<file path="src/sv/pst_pkg.sv">
// Shared widths and the sequencer state type of the priority schedule timing core.
// No dependencies; imported by the top level.
`timescale 1ns / 1ps
`default_nettype none

package pst_pkg;

  localparam int ID_W     = 8;
  localparam int TF_W     = 16;
  localparam int PRIO_W   = 8;
  localparam int RES_W    = 21;
  localparam int S_DATA_W = 48;
  localparam int M_DATA_W = 72;

  typedef enum logic [3:0] {
    S_LOAD = 4'b0001,
    S_SCAN = 4'b0010,
    S_CALC = 4'b0100,
    S_EMIT = 4'b1000
  } state_t;

endpackage

`default_nettype wire

</file>
<file path="src/sv/priority_schedule_timing_core.sv">
// Top level of the non-preemptive priority scheduler: job store, scan sequencer, result stage.
// Depends on pst_pkg and pst_ram.
`timescale 1ns / 1ps
`default_nettype none

// Channel   Direction  Handshake                      Carries
// s_axis    in         s_axis_tvalid / s_axis_tready  one job per item, tlast closes the set
// m_axis    out        m_axis_tvalid / m_axis_tready  one schedule result per item
//
// Loading accepts one job per cycle. Once a set is closed the input is not ready until the
// last result has been produced. Each pick scans the n stored jobs through the single read
// port of the job store, one job a cycle, and scans them a second time when no job is ready
// and time jumps to the earliest pending arrival. Reset is synchronous and clears the
// sequencer, job count, drop flag and done mask; the store itself is never cleared, as only
// written entries are read. A stalled result holds the sequencer in its final step, while
// the next set may already be loaded behind the last.

module priority_schedule_timing_core #(
  parameter int MAX_JOBS   = 16,
  parameter int TIME_WIDTH = 16
) (
  input  wire logic                          clk,
  input  wire logic                          rst,
  input  wire logic                          s_axis_tvalid,
  output logic                               s_axis_tready,
  // [7:0] job_id, [23:8] arrival, [39:24] burst, [47:40] priority_level
  input  wire logic [pst_pkg::S_DATA_W-1:0]  s_axis_tdata,
  input  wire logic                          s_axis_tlast,
  output logic                               m_axis_tvalid,
  input  wire logic                          m_axis_tready,
  // [7:0] out_job_id, [28:8] completion, [49:29] turnaround,
  // [70:50] waiting, [71] zero padding
  output logic      [pst_pkg::M_DATA_W-1:0]  m_axis_tdata,
  // [0] jobs_dropped
  output logic                               m_axis_tuser,
  output logic                               m_axis_tlast
);

  import pst_pkg::*;

  // Arrival and burst are kept in their low bits only, never more than the field width.
  localparam int AW    = (TIME_WIDTH < TF_W) ? TIME_WIDTH : TF_W;
  localparam int IDX_W = (MAX_JOBS > 1) ? $clog2(MAX_JOBS) : 1;
  localparam int CNT_W = $clog2(MAX_JOBS + 1);
  // The clock can reach the largest arrival plus every burst, so it needs CNT_W extra bits.
  localparam int CT_W  = AW + CNT_W;
  localparam int RW    = ID_W + 2 * AW + PRIO_W;

  state_t state;

  logic [CNT_W-1:0]    cnt;
  logic                ovf;
  logic [MAX_JOBS-1:0] done;
  logic [CNT_W-1:0]    pick;
  logic [CNT_W-1:0]    sc;
  logic                vld_d;
  logic [IDX_W-1:0]    idx_d;
  logic                found;
  logic                min_vld;
  logic [AW-1:0]       min_arr;
  logic [CT_W-1:0]     cur;

  logic [IDX_W-1:0]    best_idx;
  logic [ID_W-1:0]     best_id;
  logic [AW-1:0]       best_arr;
  logic [AW-1:0]       best_burst;
  logic [PRIO_W-1:0]   best_prio;
  logic [CT_W-1:0]     comp_r;
  logic [CT_W-1:0]     wait_r;
  logic [CT_W-1:0]     turn;

  logic                in_acc;
  logic                wr_en;
  logic [RW-1:0]       wr_data;
  logic                rd_en;
  logic [RW-1:0]       rd_data;
  logic [ID_W-1:0]     rd_id;
  logic [AW-1:0]       rd_arr;
  logic [AW-1:0]       rd_burst;
  logic [PRIO_W-1:0]   rd_prio;
  logic                pending;
  logic                ready_hit;
  logic                take;
  logic                scan_end;
  logic                slot_free;
  logic                emit;
  logic [CNT_W-1:0]    pick_inc;
  logic                last_pick;

  assign s_axis_tready = (state == S_LOAD);
  assign in_acc        = s_axis_tvalid && s_axis_tready;

  // A job that finds the store full is dropped and only remembered in the flag.
  assign wr_en   = in_acc && (cnt < CNT_W'(MAX_JOBS));
  assign wr_data = {s_axis_tdata[40 +: PRIO_W], s_axis_tdata[24 +: AW],
                    s_axis_tdata[8 +: AW], s_axis_tdata[0 +: ID_W]};

  assign rd_en = (state == S_SCAN) && (sc < cnt);

  pst_ram #(
    .WIDTH(RW),
    .DEPTH(MAX_JOBS)
  ) u_store (
    .clk  (clk),
    .we   (wr_en),
    .waddr(cnt[IDX_W-1:0]),
    .wdata(wr_data),
    .re   (rd_en),
    .raddr(sc[IDX_W-1:0]),
    .rdata(rd_data)
  );

  assign rd_id    = rd_data[0 +: ID_W];
  assign rd_arr   = rd_data[ID_W +: AW];
  assign rd_burst = rd_data[ID_W + AW +: AW];
  assign rd_prio  = rd_data[ID_W + 2 * AW +: PRIO_W];

  // Compare step of the scan: the entry read last cycle against the best so far.
  // Ties on priority go to the earlier arrival, then to the entry scanned first.
  assign pending   = vld_d && !done[idx_d];
  assign ready_hit = pending && (CT_W'(rd_arr) <= cur);
  assign take      = ready_hit &&
                     (!found || (rd_prio < best_prio) ||
                      ((rd_prio == best_prio) && (rd_arr < best_arr)));
  assign scan_end  = (sc == cnt) && !vld_d;

  assign slot_free = !m_axis_tvalid || m_axis_tready;
  assign emit      = (state == S_EMIT) && slot_free;
  assign pick_inc  = pick + CNT_W'(1);
  assign last_pick = (pick_inc == cnt);
  assign turn      = comp_r - CT_W'(best_arr);

  // Sequencer and control state.
  always_ff @(posedge clk) begin
    if (rst) begin
      state         <= S_LOAD;
      cnt           <= '0;
      ovf           <= 1'b0;
      done          <= '0;
      pick          <= '0;
      sc            <= '0;
      vld_d         <= 1'b0;
      found         <= 1'b0;
      min_vld       <= 1'b0;
      m_axis_tvalid <= 1'b0;
    end else begin
      // A result taken in the same cycle as a new one is loaded keeps the valid high.
      if (m_axis_tvalid && m_axis_tready && !emit) begin
        m_axis_tvalid <= 1'b0;
      end
      unique case (state)
        S_LOAD: begin
          if (in_acc) begin
            if (wr_en) begin
              cnt <= cnt + CNT_W'(1);
            end else begin
              ovf <= 1'b1;
            end
            if (s_axis_tlast) begin
              state   <= S_SCAN;
              done    <= '0;
              pick    <= '0;
              sc      <= '0;
              vld_d   <= 1'b0;
              found   <= 1'b0;
              min_vld <= 1'b0;
            end
          end
        end
        S_SCAN: begin
          vld_d <= rd_en;
          if (rd_en) begin
            sc <= sc + CNT_W'(1);
          end
          if (take) begin
            found <= 1'b1;
          end
          if (pending) begin
            min_vld <= 1'b1;
          end
          if (scan_end) begin
            if (found) begin
              state <= S_CALC;
            end else begin
              // Nothing has arrived yet: the clock jumps ahead and the scan runs again.
              sc      <= '0;
              min_vld <= 1'b0;
            end
          end
        end
        S_CALC: begin
          state <= S_EMIT;
        end
        S_EMIT: begin
          if (slot_free) begin
            m_axis_tvalid <= 1'b1;
            pick          <= pick_inc;
            if (last_pick) begin
              state <= S_LOAD;
              cnt   <= '0;
              ovf   <= 1'b0;
              done  <= '0;
            end else begin
              state          <= S_SCAN;
              done[best_idx] <= 1'b1;
              sc             <= '0;
              vld_d          <= 1'b0;
              found          <= 1'b0;
              min_vld        <= 1'b0;
            end
          end
        end
        default: begin
          state <= S_LOAD;
        end
      endcase
    end
  end

  // Datapath registers: the clock, the best candidate, the time arithmetic and the result.
  always_ff @(posedge clk) begin
    unique case (state)
      S_LOAD: begin
        if (in_acc && s_axis_tlast) begin
          cur <= '0;
        end
      end
      S_SCAN: begin
        idx_d <= sc[IDX_W-1:0];
        if (take) begin
          best_idx   <= idx_d;
          best_id    <= rd_id;
          best_arr   <= rd_arr;
          best_burst <= rd_burst;
          best_prio  <= rd_prio;
        end
        if (pending && (!min_vld || (rd_arr < min_arr))) begin
          min_arr <= rd_arr;
        end
        if (scan_end && !found) begin
          cur <= CT_W'(min_arr);
        end
      end
      S_CALC: begin
        comp_r <= cur + CT_W'(best_burst);
        wait_r <= cur - CT_W'(best_arr);
      end
      S_EMIT: begin
        if (slot_free) begin
          m_axis_tdata <= {1'b0, RES_W'(wait_r), RES_W'(turn), RES_W'(comp_r), best_id};
          m_axis_tuser <= ovf;
          m_axis_tlast <= last_pick;
          cur          <= comp_r;
        end
      end
      default: begin
      end
    endcase
  end

endmodule

`default_nettype wire

</file>
<file path="src/sv/pst_ram.sv">
// Generic simple dual-port RAM: one write port, one read port with registered data.
// No dependencies; used by the top level for the job store.
`timescale 1ns / 1ps
`default_nettype none

module pst_ram #(
  parameter int WIDTH = 8,
  parameter int DEPTH = 16
) (
  input  wire logic                                   clk,
  input  wire logic                                   we,
  input  wire logic [(DEPTH > 1 ? $clog2(DEPTH) : 1)-1:0] waddr,
  input  wire logic [WIDTH-1:0]                       wdata,
  input  wire logic                                   re,
  input  wire logic [(DEPTH > 1 ? $clog2(DEPTH) : 1)-1:0] raddr,
  output logic      [WIDTH-1:0]                       rdata
);

  logic [WIDTH-1:0] mem [DEPTH];

  always_ff @(posedge clk) begin
    if (we) begin
      mem[waddr] <= wdata;
    end
    if (re) begin
      rdata <= mem[raddr];
    end
  end

endmodule

`default_nettype wire
</file>
<file path="config.mk">
export PLATFORM = sky130hd
export DESIGN_NAME = priority_schedule_timing_core
export DESIGN_NICKNAME = d
export VERILOG_FILES = /design/src/sv/pst_pkg.sv /design/src/sv/priority_schedule_timing_core.sv /design/src/sv/pst_ram.sv
export SDC_FILE = /design/constraint.sdc
export NUM_CORES = 1
export LEC_CHECK = 0
export CORE_ASPECT_RATIO = 1.75
export CORE_UTILIZATION = 26
export CTS_BUF_LIST = sky130_fd_sc_hd__clkbuf_4 sky130_fd_sc_hd__clkbuf_8 sky130_fd_sc_hd__clkbuf_16
export CTS_CLUSTER_DIAMETER = 80
export DETAILED_ROUTE_END_ITERATION = 8
export DONT_BUFFER_PORTS = 1
export PLACE_DENSITY = 0.46
export SYNTH_ARGS = -nofsm -noshare
export SYNTH_HDL_FRONTEND = slang
export SYNTH_HIERARCHICAL = 1
export SYNTH_SLANG_ARGS = --single-unit
</file>
<file path="constraint.sdc">
create_clock -name clk -period 6.9 [get_ports clk]
set_input_delay 0.345 -clock clk [delete_from_list [all_inputs] [get_ports clk]]
set_output_delay 0.345 -clock clk [all_outputs]
set_load 0.03 [all_outputs]
</file>
; ---- After elaboration in Yosys (flattened, before gate mapping)
; Memories as Yosys holds them, arrays and structs flattened. A register that Yosys moved wholly into a read port is not among the register bits.
; Cells that the tools add are included.
[word_totals]
ram_bits = 768
mem_count = 1
elab_cells = 152
out_inout_bits = 76
in_bits = 53
ff_bits = 248
[memory_table]
columns = name, words, width, rd, rd_ports_with_merged_regs, wr, line_no
row1 = u_store.mem, 16, 48, 1, 1, 1, pst_ram.sv:19  ; logic [WIDTH-1:0] mem [DEPTH];
[classes]
reduce_logical = 37
n_bitwise = 1
add_sub_neg = 6
magnitude_cmp = 9
muxes = 56
eq_ne = 19
[ops]
columns = operator, count
row1 = $mux W16, 4
row2 = $mux W21, 3
row3 = $pmux W21 S3, 1
row4 = $mux W5, 12
row5 = $sub A21 B16 Y21, 2
row6 = $lt A16 B16 Y1, 2
row7 = $pmux W16 S2, 1
row8 = $add A21 B16 Y21, 1
row9 = $le A16 B21 Y1, 1
row10 = $mux W4, 5
row11 = $pmux W5 S2, 2
row12 = $reduce_and A5 Y1, 4
row13 = $mux W1, 19
row14 = $or A16 B16 Y16, 1
row15 = $pmux W4 S4, 1
row16 = $add A5 B1 Y5 const B, 3
row17 = $logic_and A1 B1 Y1, 15
row18 = $pmux W5 S3, 1
row19 = $ne A2 B2 Y1 const B, 7
row20 = $eq A5 B5 Y1, 2
row21 = $lt A4 B5 Y1 const B, 2
row22 = $ne A2 B1 Y1 const B, 5
row23 = $pmux W1 S3, 3
row24 = $eq A8 B8 Y1, 1
row25 = other kinds (19), 30

; ---- Longest topological paths before layout
[depth]
ltp_word = 8
depth_mapped = 9
mapped_depth_nobuf = 9

; ---- By module
; Netlist, hierarchy kept.
[by_module_without_submodules]
columns = mod, cells_each, n_inst, seq_area_each_um2, area_each_um2
row1 = pst_ram, 1242, 1, 24503.5, 30171.4
row2 = priority_schedule_timing_core, 1092, 1, 7046.8, 12743.5

; ---- Worst setup path after synthesis
; Ideal clock, no wire load.
[synth_path]
path_kind = register -> register
start = register idx_d[0]
end = register best_arr[0] (enable)
stages_incl_launch_ff = 6
setup_ps = 555
path_slack_ps = 574
synth_period_minus_slack_ps = 6326
path_buffers = 0
arrival_ps = 5771
required_time_ps = 6345
cell_sequence = edfxtp_1 mux4_1 mux4_2 nand2b_4 or2_1 a311oi_1
[synth_via]
elab_chain_cells = 7
[synth_rtl]
columns = element, line_no
row1 = from (decl), priority_schedule_timing_core.sv:57  ; logic [IDX_W-1:0] idx_d;
row2 = from (signal assigned), priority_schedule_timing_core.sv:229  ; idx_d <= sc[IDX_W-1:0];
row3 = $bmux W1 S4, priority_schedule_timing_core.sv:120  ; assign pending = vld_d && !done[idx_d];
row4 = $mux W1 (implied by the code), priority_schedule_timing_core.sv:120
row5 = $logic_not A1 Y1, priority_schedule_timing_core.sv:120
row6 = $logic_and A1 B1 Y1, priority_schedule_timing_core.sv:120
row7 = $logic_and A1 B1 Y1, priority_schedule_timing_core.sv:121  ; assign ready_hit = pending && (CT_W'(rd_arr) <= cur);
row8 = $logic_and A1 B1 Y1, priority_schedule_timing_core.sv:122  ; assign take = ready_hit &&
row9 = $reduce_and A2 Y1 (no line), n/a
row10 = to (signal assigned), priority_schedule_timing_core.sv:233  ; best_arr <= rd_arr;
row11 = to (decl), priority_schedule_timing_core.sv:65  ; logic [AW-1:0] best_arr;
; No other way between the ends. The select of a mux whose other input is x is not followed.
; A chain may end at the register's enable or synchronous reset.

; ---- Worst setup path after layout
[layout_path]
start = register state[0]
end = memory u_store/mem[1][25] (netlist bit) (enable)
[layout_via]
elab_chain_cells = 5
[layout_rtl]
columns = element, line_no
row1 = from (decl), priority_schedule_timing_core.sv:49  ; state_t state;
row2 = from (signal assigned), priority_schedule_timing_core.sv:136  ; state <= S_LOAD;
row3 = from (signal assigned), priority_schedule_timing_core.sv:160  ; state <= S_SCAN;
row4 = from (signal assigned), priority_schedule_timing_core.sv:183  ; state <= S_CALC;
row5 = $eq A4 B1 Y1, priority_schedule_timing_core.sv:90  ; assign s_axis_tready = (state == S_LOAD);
row6 = net s_axis_tready, priority_schedule_timing_core.sv:25  ; output logic s_axis_tready,
row7 = $logic_and A1 B1 Y1, priority_schedule_timing_core.sv:91  ; assign in_acc = s_axis_tvalid && s_axis_tready;
row8 = $logic_and A1 B1 Y1, priority_schedule_timing_core.sv:94  ; assign wr_en = in_acc && (cnt < CNT_W'(MAX_JOBS));
row9 = $mux W1, pst_ram.sv:22  ; if (we) begin
row10 = $mux W1 (implied by the code), pst_ram.sv:23  ; mem[waddr] <= wdata;
row11 = to (decl), pst_ram.sv:19
; The timed path passes the listed nets, and every way through them passes these cells.

==> reports/summary.txt <==
H-Tree Depth: 3
Max Slew Vio Count: 0
worst skew pair latency: 730 ps
CP cell instances: nor4b_4 > and3_1 > or3b_2 > nor2_4 > buf_4
Longest Clk Path Bufs: 3
Comb power frac: 0.124
top cells by area, synth: edfxtp_1 72%, mux4_2 10%, ha_1 3.2%
Post-synth top cells: 1024 x edfxtp_1, 193 x mux4_2, 123 x nand2_1
final-report hold violation count: 0
Psw: 3849 µW
Num CTS Buffers: 99
DRT antenna net count: 0
DR vias: 21500
skew final: 61.00 ps
HP Start: s_axis_tvalid
placed insts: 4458
IO buf count: 0
final period utilization: 0.5864
DR WL/cell: 22.32 µm
I/O Pins: 129
die width: 309.1 µm
Fmax: 0.2472 GHz
total gr overflow: 0
Yosys top cell area share: 0.7165
syn avg cell area: 18.39 µm²
drt initial violations: 1111
Most used DFF post-synth: edfxtp_1
WP buf/inv: 1
CTS sink cnt: 1064
Routed WL: 105.0 mm
Crit path max-delay family: simple AND/OR/NAND/NOR gates
Die ar.: 0.1668 mm²
vias in the first global route: 23270
Post-Layout Cell Count: 4704
Largest stage delay, worst path: 840 ps
gr usage total: 0.1258
CP Capture Type: register
DR DRC count: 0
P&R area growth vs syn: 15.74%
Post-synth EDFFs: 1024
Synth Net Count: 2500
initial antenna violation count: 23
slew of the pin with the lowest slew margin: 1079 ps
Total Neg Setup Slack: 0 ps
final setup violation count: 0
Filler cells: 15970
clock-pin slew on the worst setup and hold paths: 60 ps
NumNets Final: 2600
Crit path arrival time: 4390 ps
CP max FO: 31
Static Leak: 0.01569 µW
Vias/cell: 4.571
ys async rst share: 0
outcome: finished, final reports clean
RSZ-0062 raised after global routing: false
dominant cell type by area after synthesis: edfxtp_1
startpoint types: register
Internal Power: 11430 µW
Post-Syn Instances: 2334
slowest CP cell: nor4b_4
layout cells sized above 1: 0.1709
Reg-to-Reg Start: state[0]
crit path from: state[0]
kind of critical path: reg -> reg
global-route wire length before repair: 154.4 mm
final worst slack: 2854 ps
Synth Warn #: 6
Die Span Y: 539.5 µm
Setup Buffers After CTS: 0
first-pass iteration count of the detailed router: 5
initial core utilization: 0.2628
clock tree root buffer cell: clkbuf_16
Period minus WS final: 4046 ps
CP required: 7250 ps
GPL Wtd Cong: 0.8007
core area: 0.1633 mm²
largest net degree at the start of global routing: 136
clock network fraction of total power: 0.376
Power Density: 307.6 mW/mm²
multi-input gate area in the final layout: 0.01080 mm²
Switching Share: 0.2519
HPWL after detailed placement: 65.07 mm
Slew headroom: 0.2810
dpl ws: 2792 ps
most common cell in the netlist: edfxtp_1
Peak VDD IR: 195.3 µV
post-synth cell types: 74
register area: 0.03156 mm²
HP Class: in -> reg
Flop pwr share: 0.500
synthesized flop and latch total: 1064
max cap viols: 0
# rows: 196
Mapped Area: 0.04291 mm²
sequential share of the synthesized area: 0.7352
Hold Worst Slack: 52.28 ps
CTS tree: done
==> cells in the final DEF (no fill, tap or decap), types with 31 or more instances in the layout <==
cell and instances:
edfxtp_1 1024, mux4_2 193, nand2_1 123, ha_1 110
clkbuf_16 99, a22oi_1 96, inv_1 85, nor2_1 83
a21oi_1 69, o21ai_0 55, dlygate4sd3_1 53, xnor2_1 38
dfxtp_1 38, buf_4 32, a21o_1 31
==> metal layers <==
layer  share of wire  global-route usage  vias up  routed length [µm]
li1                -                   -     9636                   -
met5          0.0012                   0        -                 129
met4           0.031             0.04565       18                3221
met1            0.38              0.1377    11260               40130
met3           0.036             0.02132      160                3737
met2            0.55              0.2385      424               57790
==> per-stage QoR <==
step,total power (µW),utilization,instance area (µm²)
floorplan,9013,-,42910
global placement,9594,0.2798,45690
detailed placement,9626,0.2798,45690
CTS,15520,0.3040,49650
global route,15890,0.3041,49660
finish,15280,0.3041,49670
==> timing repair <==
action / in CTS / in global routing
endpoints found under the hold margin: 792 / 0
resized for setup: 0 / 0
hold buffers: 53 / 0
==> kinds of logic after synthesis <==
logic type / share of synthesized area
multiplexers: 0.1045
AND/OR/NAND/NOR: 0.04152
buffers and inverters: 0.01711
XOR/XNOR: 0.01082
flip-flops: 0.7352
other: 0.00008738
AO/OA/AOI/OAI: 0.05735
adder cells (fa/ha/maj): 0.03347
==> state kept, by name, indices dropped and copies added (netlist names), 21 cells and up <==
signal,count
comp_r,21
cur,21
u_store/rdata,48
wait_r,21
m_axis_tdata,71
u_store/mem,768
==> final timing paths <==
path / to / depth (start not counted) / slack (ps)
min reg2reg: m_axis_tdata[61] / 0 / 420
max reg2reg: u_store/mem[1][25] / 5 / 2850
min: found / 3 / 50
max: u_store/mem[1][25] / 5 / 2850
==> final cells by class <==
type                       count  share of cell area
tap                         2178             0.05486
clock buffer                 115             0.05255
sequential                  1064              0.6353
clock inverter                68             0.01637
inverter                      86            0.006549
antenna                       10           0.0005038
multi-input combinational   1096              0.2175
timing repair buffer          87             0.01632
==> tightest hold or removal path: stages <==
cell      delay (ps)
a31oi_1           90
o211ai_1         180
o31ai_4           90
==> power by group through the flow <==
stage          clock network [µW]  registers, µW  logic [µW]
5_1_grt                      6130           7670        2100
4_1_cts                      5930           7650        1940
6_report                     5740           7640        1900
3_3_place_gp                    0           7770        1830
2_1_floorplan                   0           7710        1310
3_5_place_dp                    0           7790        1840
Note: power is estimated with default switching activity, not from simulation.
